===== src/sv/frd_pkg.sv =====
// shared types, codes and helpers of the fastcgi record deframer
// no dependencies; used by frd_parser, frd_fifo and the core top level
package frd_pkg;

	// event codes on event_kind
	localparam logic [2:0] EV_CONTENT = 3'd0;
	localparam logic [2:0] EV_BEGIN   = 3'd1;
	localparam logic [2:0] EV_ABORT   = 3'd2;
	localparam logic [2:0] EV_PARAMS  = 3'd3;
	localparam logic [2:0] EV_STDIN   = 3'd4;
	localparam logic [2:0] EV_OTHER   = 3'd5;
	localparam logic [2:0] EV_CLOSED  = 3'd6;

	// record type codes
	localparam logic [7:0] T_BEGIN  = 8'd1;
	localparam logic [7:0] T_ABORT  = 8'd2;
	localparam logic [7:0] T_PARAMS = 8'd4;
	localparam logic [7:0] T_STDIN  = 8'd5;

	// parser phases
	localparam logic [1:0] PH_HDR  = 2'd0;
	localparam logic [1:0] PH_BODY = 2'd1;
	localparam logic [1:0] PH_PAD  = 2'd2;

	localparam logic [2:0] HDR_LAST_IDX = 3'd7;

	typedef struct packed {
		logic [2:0]  event_kind;
		logic [7:0]  payload_byte;
		logic [7:0]  record_type;
		logic [15:0] request_ident;
		logic [7:0]  proto_version;
		logic [15:0] body_length;
		logic [15:0] app_role;
		logic [7:0]  conn_flags;
		logic        last;
	} result_t;

	// record-end event for a header; EV_CONTENT means no event
	function automatic logic [2:0] end_kind(input logic [7:0] rtype, input logic [15:0] blen);
		logic [2:0] k;
		begin
			case (rtype)
				T_BEGIN:  k = EV_BEGIN;
				T_ABORT:  k = EV_ABORT;
				T_PARAMS: k = (blen == 16'd0) ? EV_PARAMS : EV_CONTENT;
				T_STDIN:  k = (blen == 16'd0) ? EV_STDIN : EV_CONTENT;
				default:  k = EV_OTHER;
			endcase
			return k;
		end
	endfunction

	function automatic result_t mk_result(
		input logic [2:0]  kind,
		input logic [7:0]  payload,
		input logic [7:0]  rtype,
		input logic [15:0] req,
		input logic [7:0]  ver,
		input logic [15:0] blen,
		input logic [15:0] role,
		input logic [7:0]  flags
	);
		result_t r;
		begin
			r.event_kind    = kind;
			r.payload_byte  = payload;
			r.record_type   = rtype;
			r.request_ident = req;
			r.proto_version = ver;
			r.body_length   = blen;
			r.app_role      = (kind == EV_BEGIN) ? role : 16'd0;
			r.conn_flags    = (kind == EV_BEGIN) ? flags : 8'd0;
			r.last          = 1'b0;
			return r;
		end
	endfunction

endpackage


===== src/sv/fastcgi_record_deframer_core.sv =====
// top level of the fastcgi record deframer: byte input, record event output
// depends on frd_pkg, frd_parser and frd_fifo
//
// One stream byte is taken per cycle while in_ready is high and goes straight
// through the parser in the cycle it is accepted; the results it causes (none,
// one, or two when the last content byte also ends the record) are written
// into a result queue of FIFO_DEPTH entries that drives the output ports.
// in_ready is high while the queue has room for two results, so the input runs
// at one byte per cycle whenever the output side takes one result per cycle; a
// byte that yields two results fills two queue entries. Results are registered
// in the queue before they reach the output. link_error drops the byte, clears
// the parser and produces a closed event.
module fastcgi_record_deframer_core #(
	parameter int FIFO_DEPTH = 4
) (
	input  logic        clk,
	input  logic        arst_n,
	input  logic        in_valid,
	output logic        in_ready,
	input  logic [7:0]  data_byte,
	input  logic        link_error,
	output logic        out_valid,
	input  logic        out_ready,
	output logic [2:0]  event_kind,
	output logic [7:0]  payload_byte,
	output logic [7:0]  record_type,
	output logic [15:0] request_ident,
	output logic [7:0]  proto_version,
	output logic [15:0] body_length,
	output logic [15:0] app_role,
	output logic [7:0]  conn_flags,
	output logic        last
);

	frd_pkg::result_t res0, res1, head;
	logic [1:0]       res_cnt;
	logic             acc;
	logic             room2;

	assign in_ready = room2;
	assign acc      = in_valid && in_ready;

	frd_parser u_parser (
		.clk        (clk),
		.arst_n     (arst_n),
		.acc        (acc),
		.data_byte  (data_byte),
		.link_error (link_error),
		.res0       (res0),
		.res1       (res1),
		.res_cnt    (res_cnt)
	);

	frd_fifo #(
		.DEPTH (FIFO_DEPTH)
	) u_fifo (
		.clk       (clk),
		.arst_n    (arst_n),
		.push_n    (res_cnt),
		.d0        (res0),
		.d1        (res1),
		.room2     (room2),
		.out_valid (out_valid),
		.out_ready (out_ready),
		.q         (head)
	);

	assign event_kind    = head.event_kind;
	assign payload_byte  = head.payload_byte;
	assign record_type   = head.record_type;
	assign request_ident = head.request_ident;
	assign proto_version = head.proto_version;
	assign body_length   = head.body_length;
	assign app_role      = head.app_role;
	assign conn_flags    = head.conn_flags;
	assign last          = head.last;

`ifndef NO_ASSERTIONS
	a_ready_after_drain: assert property (@(posedge clk) disable iff (!arst_n)
		!out_valid |-> in_ready) else $error("input stalled with empty queue");
	a_closed_fields: assert property (@(posedge clk) disable iff (!arst_n)
		out_valid && event_kind == frd_pkg::EV_CLOSED |-> body_length == 16'd0
			&& record_type == 8'd0 && last) else $error("closed event carries fields");
	a_role_only_begin: assert property (@(posedge clk) disable iff (!arst_n)
		out_valid && event_kind != frd_pkg::EV_BEGIN |-> app_role == 16'd0
			&& conn_flags == 8'd0) else $error("role outside begin event");
`endif

endmodule


===== src/sv/frd_parser.sv =====
// byte-wise record parser: header collection, content pass-through, padding skip
// depends on frd_pkg; produces up to two results per accepted byte
module frd_parser (
	input  logic              clk,
	input  logic              arst_n,
	input  logic              acc,
	input  logic [7:0]        data_byte,
	input  logic              link_error,
	output frd_pkg::result_t  res0,
	output frd_pkg::result_t  res1,
	output logic [1:0]        res_cnt
);

	logic [1:0]  phase_q, phase_d;
	logic [15:0] cnt_q, cnt_d;
	logic [7:0]  ver_q, ver_d;
	logic [7:0]  type_q, type_d;
	logic [15:0] req_q, req_d;
	logic [15:0] len_q, len_d;
	logic [7:0]  pad_q, pad_d;
	logic [15:0] role_q, role_d;
	logic [7:0]  flags_q, flags_d;
	logic [2:0]  idx;
	logic [2:0]  kind;
	logic [1:0]  n;

	assign idx = cnt_q[2:0];

	always_comb begin
		phase_d = phase_q;
		cnt_d   = cnt_q;
		ver_d   = ver_q;
		type_d  = type_q;
		req_d   = req_q;
		len_d   = len_q;
		pad_d   = pad_q;
		role_d  = role_q;
		flags_d = flags_q;
		res0    = '0;
		res1    = '0;
		n       = 2'd0;
		kind    = frd_pkg::EV_CONTENT;
		if (link_error) begin
			phase_d = frd_pkg::PH_HDR;
			cnt_d   = 16'd0;
			ver_d   = 8'd0;
			type_d  = 8'd0;
			req_d   = 16'd0;
			len_d   = 16'd0;
			pad_d   = 8'd0;
			role_d  = 16'd0;
			flags_d = 8'd0;
			res0.event_kind = frd_pkg::EV_CLOSED;
			n = 2'd1;
		end else begin
			case (phase_q)
				frd_pkg::PH_BODY: begin
					// begin-request body: role high, role low, flags
					if (type_q == frd_pkg::T_BEGIN) begin
						if (cnt_q == 16'd0)
							role_d = {data_byte, role_q[7:0]};
						else if (cnt_q == 16'd1)
							role_d = {role_q[15:8], data_byte};
						else if (cnt_q == 16'd2)
							flags_d = data_byte;
					end
					res0 = frd_pkg::mk_result(frd_pkg::EV_CONTENT, data_byte, type_q, req_q,
						ver_q, len_q, role_d, flags_d);
					n = 2'd1;
					cnt_d = cnt_q + 16'd1;
					if (cnt_d >= len_q) begin
						cnt_d = 16'd0;
						if (pad_q != 8'd0) begin
							phase_d = frd_pkg::PH_PAD;
						end else begin
							phase_d = frd_pkg::PH_HDR;
							kind = frd_pkg::end_kind(type_q, len_q);
							if (kind != frd_pkg::EV_CONTENT) begin
								res1 = frd_pkg::mk_result(kind, 8'd0, type_q, req_q, ver_q,
									len_q, role_d, flags_d);
								n = 2'd2;
							end
						end
					end
				end
				frd_pkg::PH_PAD: begin
					cnt_d = cnt_q + 16'd1;
					if (cnt_d >= {8'd0, pad_q}) begin
						cnt_d   = 16'd0;
						phase_d = frd_pkg::PH_HDR;
						kind = frd_pkg::end_kind(type_q, len_q);
						if (kind != frd_pkg::EV_CONTENT) begin
							res0 = frd_pkg::mk_result(kind, 8'd0, type_q, req_q, ver_q,
								len_q, role_q, flags_q);
							n = 2'd1;
						end
					end
				end
				default: begin
					// header collection; the unused phase code acts the same
					case (idx)
						3'd0: ver_d  = data_byte;
						3'd1: type_d = data_byte;
						3'd2: req_d  = {data_byte, req_q[7:0]};
						3'd3: req_d  = {req_q[15:8], data_byte};
						3'd4: len_d  = {data_byte, len_q[7:0]};
						3'd5: len_d  = {len_q[15:8], data_byte};
						3'd6: pad_d  = data_byte;
						default: ;
					endcase
					phase_d = frd_pkg::PH_HDR;
					cnt_d = 16'(idx) + 16'd1;
					if (idx == frd_pkg::HDR_LAST_IDX) begin
						cnt_d   = 16'd0;
						role_d  = 16'd0;
						flags_d = 8'd0;
						if (len_d != 16'd0) begin
							phase_d = frd_pkg::PH_BODY;
						end else if (pad_d != 8'd0) begin
							phase_d = frd_pkg::PH_PAD;
						end else begin
							kind = frd_pkg::end_kind(type_d, len_d);
							res0 = frd_pkg::mk_result(kind, 8'd0, type_d, req_d, ver_d,
								len_d, 16'd0, 8'd0);
							n = 2'd1;
						end
					end
				end
			endcase
		end
		if (n == 2'd1)
			res0.last = 1'b1;
		else if (n == 2'd2)
			res1.last = 1'b1;
	end

	assign res_cnt = acc ? n : 2'd0;

	always_ff @(posedge clk or negedge arst_n) begin
		if (!arst_n) begin
			phase_q <= frd_pkg::PH_HDR;
			cnt_q   <= 16'd0;
			ver_q   <= 8'd0;
			type_q  <= 8'd0;
			req_q   <= 16'd0;
			len_q   <= 16'd0;
			pad_q   <= 8'd0;
			role_q  <= 16'd0;
			flags_q <= 8'd0;
		end else if (acc) begin
			phase_q <= phase_d;
			cnt_q   <= cnt_d;
			ver_q   <= ver_d;
			type_q  <= type_d;
			req_q   <= req_d;
			len_q   <= len_d;
			pad_q   <= pad_d;
			role_q  <= role_d;
			flags_q <= flags_d;
		end
	end

`ifndef NO_ASSERTIONS
	a_no_phase3: assert property (@(posedge clk) disable iff (!arst_n)
		phase_q != 2'd3) else $error("parser entered unused phase");
	a_body_cnt: assert property (@(posedge clk) disable iff (!arst_n)
		phase_q == frd_pkg::PH_BODY |-> cnt_q < len_q)
		else $error("content count passed content length");
	a_pad_cnt: assert property (@(posedge clk) disable iff (!arst_n)
		phase_q == frd_pkg::PH_PAD |-> cnt_q < {8'd0, pad_q})
		else $error("padding count passed padding length");
	a_hdr_cnt: assert property (@(posedge clk) disable iff (!arst_n)
		phase_q == frd_pkg::PH_HDR |-> cnt_q < 16'd8)
		else $error("header count out of range");
	a_err_clears: assert property (@(posedge clk) disable iff (!arst_n)
		acc && link_error |=> phase_q == frd_pkg::PH_HDR && cnt_q == 16'd0 && len_q == 16'd0)
		else $error("link error did not return parser to idle");
`endif

endmodule


===== src/sv/frd_fifo.sv =====
// small result queue taking up to two results per cycle and giving one while out_ready is high
// depends on frd_pkg for the result struct
module frd_fifo #(
	parameter int DEPTH = 4
) (
	input  logic              clk,
	input  logic              arst_n,
	input  logic [1:0]        push_n,
	input  frd_pkg::result_t  d0,
	input  frd_pkg::result_t  d1,
	output logic              room2,
	output logic              out_valid,
	input  logic              out_ready,
	output frd_pkg::result_t  q
);

	localparam int PW = (DEPTH > 1) ? $clog2(DEPTH) : 1;
	localparam int CW = $clog2(DEPTH + 1);
	localparam logic [PW-1:0] LAST_PTR = PW'(DEPTH - 1);
	localparam logic [CW-1:0] ROOM2_MAX = CW'(DEPTH - 2);

	frd_pkg::result_t mem [DEPTH];
	logic [PW-1:0] wr_q, rd_q, wr1, wr2, rd_nx;
	logic [CW-1:0] count_q;
	logic          pop;

	assign wr1   = (wr_q == LAST_PTR) ? '0 : wr_q + PW'(1);
	assign wr2   = (wr1 == LAST_PTR) ? '0 : wr1 + PW'(1);
	assign rd_nx = (rd_q == LAST_PTR) ? '0 : rd_q + PW'(1);

	assign out_valid = count_q != '0;
	assign pop       = out_valid && out_ready;
	assign room2     = count_q <= ROOM2_MAX;
	assign q         = mem[rd_q];

	always_ff @(posedge clk) begin
		if (push_n != 2'd0)
			mem[wr_q] <= d0;
		if (push_n == 2'd2)
			mem[wr1] <= d1;
	end

	always_ff @(posedge clk or negedge arst_n) begin
		if (!arst_n) begin
			wr_q    <= '0;
			rd_q    <= '0;
			count_q <= '0;
		end else begin
			case (push_n)
				2'd1:    wr_q <= wr1;
				2'd2:    wr_q <= wr2;
				default: wr_q <= wr_q;
			endcase
			if (pop)
				rd_q <= rd_nx;
			count_q <= count_q + CW'(push_n) - CW'(pop);
		end
	end

`ifndef NO_ASSERTIONS
	a_no_overflow: assert property (@(posedge clk) disable iff (!arst_n)
		push_n != 2'd0 |-> count_q <= ROOM2_MAX)
		else $error("push into a queue without room");
	a_count_max: assert property (@(posedge clk) disable iff (!arst_n)
		count_q <= CW'(DEPTH)) else $error("queue count above depth");
	a_count_step: assert property (@(posedge clk) disable iff (!arst_n)
		push_n == 2'd0 && !pop |=> $stable(count_q))
		else $error("queue count moved without push or pop");
`endif

endmodule

===== config.mk =====
export PLATFORM = sky130hd
export DESIGN_NAME = fastcgi_record_deframer_core
export DESIGN_NICKNAME = d
export VERILOG_FILES = /design/src/sv/frd_pkg.sv /design/src/sv/fastcgi_record_deframer_core.sv /design/src/sv/frd_parser.sv /design/src/sv/frd_fifo.sv
export SDC_FILE = /design/constraint.sdc
export NUM_CORES = 1
export LEC_CHECK = 0
export ABC_AREA = 0
export BUFFER_PORTS_ARGS = -buffer_cell sky130_fd_sc_hd__buf_4
export CAP_MARGIN = 30
export CORE_MARGIN = 4
export CORE_UTILIZATION = 50
export CTS_BUF_LIST = sky130_fd_sc_hd__clkbuf_8
export CTS_CLUSTER_DIAMETER = 120
export DETAILED_ROUTE_END_ITERATION = 7
export PLACE_DENSITY = 0.72
export SLEW_MARGIN = 20
export SYNTH_ARGS = -nofsm -noshare
export SYNTH_HDL_FRONTEND = slang
export SYNTH_HIERARCHICAL = 1
export SYNTH_SLANG_ARGS = --single-unit

===== constraint.sdc =====
create_clock -name clk -period 14.4 [get_ports clk]
set_clock_uncertainty 0.15 [all_clocks]
set_input_delay 2.88 -clock clk [delete_from_list [all_inputs] [get_ports clk]]
set_output_delay 2.88 -clock clk [all_outputs]
set_load 0.05 [all_outputs]

==> impl_metrics.json <==
{
  "synth_cell_types": 73,
  "grt_pass1_wl_mm": 96.74,
  "maxCapViolCount": 0,
  "max_slew_margin_pct": 34.36,
  "antenna_left": 0,
  "ys_top_cells_by_area": "edfxtp_1 42%, mux2_2 16%, dfrtp_1 11%, mux4_2 7.9%, a22o_1 3.6%",
  "critPathTopFamily": "simple AND/OR/NAND/NOR gates",
  "grt_pass1_vias": 16180,
  "crit_path_end_kind": "flip-flop",
  "r2r_start": "u_parser/cnt_q[2]",
  "final_cells": 2463,
  "cts_tree": "done",
  "critPathMaxStageDelay_ps": 740,
  "cts.sinks": 441,
  "fin_crit_sh_pct": 52.11,
  "synth_top_area_share_pct": 42.02,
  "antenna_cells": 0,
  "path_cells": "buf_4 -> o21ai_0 -> a41oi_1 -> nor4_1 -> o2111ai_1 -> nor3_4 -> or2_2 -> o21a_1 -> inv_1 -> ha_1 -> nand2_4 -> buf_4 -> mux2_2",
  "root_buffer": "clkbuf_8",
  "nNetsFinal": 1848,
  "postCtsSetupBuffers": 0,
  "status": "finished, final reports clean",
  "syn_inst": 1705,
  "worstHoldPathCells": 1,
  "ys_seq_area_share_pct": 52.96,
  "numCtsBuffers": 77,
  "cp_max_fo": 45,
  "clk_latency_ps": 650,
  "dieArea_mm2": 0.05160,
  "ctsHoldBuffers": 0,
  "drt_wl_total_mm": 63.41,
  "die_h_um": 227.2,
  "gp_congestion": 0.9314,
  "cts_buffer_depth": 3,
  "drive_above_1_share_pct": 36.69,
  "cellPowerDensity_mw_per_mm2": 167.1,
  "top_usage_layer": "met2",
  "crit_top_cell": "buf_4",
  "yosysMostFrequentCell": "mux2_2",
  "place_inst": 2324,
  "grt_setup_unrepaired": "no",
  "grt_max_degree": 72,
  "cts.reportedPaths.clkPinSlew_ps": 50,
  "hold_violations": 0,
  "area_growth_syn_to_layout_pct": 10.45,
  "timing.reg2reg.worst_path_depth": 16,
  "fin_util_pct": 55.66,
  "leakage_nw": 10.37,
  "crit_start": "data_byte[4]",
  "htree_levels": 3,
  "die_w_um": 227.2,
  "tns_ps": 0,
  "drt_iter0_drc": 1598,
  "slew_viol_final": 0,
  "synth_ff_type": "edfxtp_1",
  "start_kind": "primary input",
  "worst_slack_ps": 6897,
  "dp_slack_ps": 6370,
  "synth.avg_cell_area_um2": 14.08,
  "route.detailed.drc": 0,
  "routedWlPerCell_um": 25.75,
  "async_flop_share_pct": 23.81,
  "detailedPlacementHpwl_mm": 38.93,
  "intPower_mw": 2.651,
  "port_buffers": 98,
  "hold_class": "flip-flop to flip-flop",
  "p_sw_share_pct": 40.18,
  "hold_end": "u_fifo/count_q[2]",
  "ys_seq_elements": 441,
  "arrival_ps": 7720,
  "use_met2_pct": 39.41,
  "grt_usage_pct": 24.51,
  "critPathSlowestCell": "nor3_4",
  "yosysTopAreaCell": "edfxtp_1",
  "power_frac_seq_pct": 36.1,
  "vias_per_cell": 6.288,
  "synth_warnings": 6,
  "switchingPower_mw": 1.781,
  "rows": 80,
  "hp-start": "u_fifo/count_q[2]",
  "synth_top_cells_by_count": "340 x mux2_2, 336 x edfxtp_1, 105 x dfrtp_1",
  "grt_util_met3_pct": 4.745,
  "worstPathRequired_ps": 14620,
  "use_met1_pct": 33.26,
  "r2r-end": "u_fifo/mem[3][1]",
  "ff2ff_setup_slack_ps": 7330,
  "synth-edff-count": 336,
  "antenna_found_initial": 4,
  "initial_core_util_pct": 50.40,
  "worstMarginPinSlew_ps": 981.0,
  "coreArea_mm2": 0.04765,
  "clkPwrFrac_pct": 24.4,
  "worst-path-buf-inv": 3,
  "crit_type": "primary input to flip-flop",
  "cts_resized": 0,
  "setup_viol": 0,
  "io_pins": 99,
  "fmax_ghz": 0.1333,
  "overflow": 0,
  "vdd_drop_max_mv": 0.1114,
  "vias": 15490,
  "syn_area_mm2": 0.02401,
  "drtPass1Iterations": 8,
  "combPwrFrac_pct": 39.5,
  "fin_crit_ps": 7503
}
[cell families (layout without fill, tap and decap cells)]
kind of cell,count (synthesis),count (layout),share of synthesized area [%]
buffers and inverters,186,322,4.215
DFF,441,441,52.96
xor gates and xnor gates,15,15,0.5471
muxes,453,453,25.03
other,1,8,0.01562
adders and majority gates,46,46,2.428
AOI/OAI and AO/OA,221,221,6.868
and+or+nand+nor,342,342,7.936
[power by group through the flow]
| stage | clock network [mW] | logic (mW) | registers, mW |
|---|---|---|---|
| 6_report | 1.08 | 1.75 | 1.60 |
| 5_1_grt | 1.17 | 1.85 | 1.61 |
| 4_1_cts | 1.11 | 1.76 | 1.60 |
| 3_5_place_dp | 0 | 1.76 | 1.62 |
| 3_3_place_gp | 0 | 1.74 | 1.62 |
| 2_1_floorplan | 0 | 1.31 | 1.57 |
[registers in the layout, indices dropped and copies added, names as in the netlist, 16 cells and up]
register / count
u_fifo/mem: 336
u_parser/cnt_q: 16
u_parser/len_q: 16
u_parser/req_q: 16
u_parser/role_q: 16
[final cells by class]
class / instances / area [um^2]
tap: 615 / 769.5
sequential: 441 / 12720
inverter: 60 / 225.2
timing repair buffer: 124 / 970.9
fill: 3862 / 21120
clock inverter: 51 / 237.7
multi-input combinational: 1085 / 10400
clock buffer: 87 / 1197
[per-layer routing]
metal  share of wire, %  vias to the layer above  wire length, um
li1                   -                     6765                -
met1                 42                     7902            26340
met2                 48                      657            30420
met3                6.8                      156             4307
met4                3.6                        8             2297
met5              0.073                        -               46
[cells in the final DEF, fill, tap and decap left out, types with 15 or more instances in the layout]
master and n:
nand2b_1 15, and2_1 70, nor2_1 65, dfrtp_1 103
edfxtp_1 336, clkbuf_8 87, mux2i_1 29, o21ai_0 25
inv_1 92, a22o_1 100, a21oi_1 26, nor3_1 47
mux4_2 84, nand3_1 26, buf_4 122, ha_1 45
mux2_2 340, nand2_1 41
[metrics by stage]
stage,instance area [um^2],power [mW],hold slack (ps)
finish,26520,4.433,349.5
global route,26520,4.625,388.7
CTS,26490,4.467,356.4
detailed placement,25060,3.377,343.8
global placement,25030,3.355,332.2
floorplan,24040,2.877,311.0
[worst max-delay path by stage]
| stage | to | slack [ps] | cells after the start |
|---|---|---|---|
| 6_report | u_fifo/mem[3][49] | 6900 | 13 |
| 5_1_grt | u_fifo/mem[2][3] | 6730 | 14 |
| 4_1_cts | u_fifo/mem[2][49] | 7060 | 14 |
| 3_5_place_dp | u_fifo/mem[3][11] | 6370 | 14 |
| 3_3_place_gp | u_fifo/mem[2][11] | 6500 | 14 |
| 2_1_floorplan | u_fifo/mem[0][0] | 2910 | 11 |
Note: power is estimated with default switching activity, not from simulation.
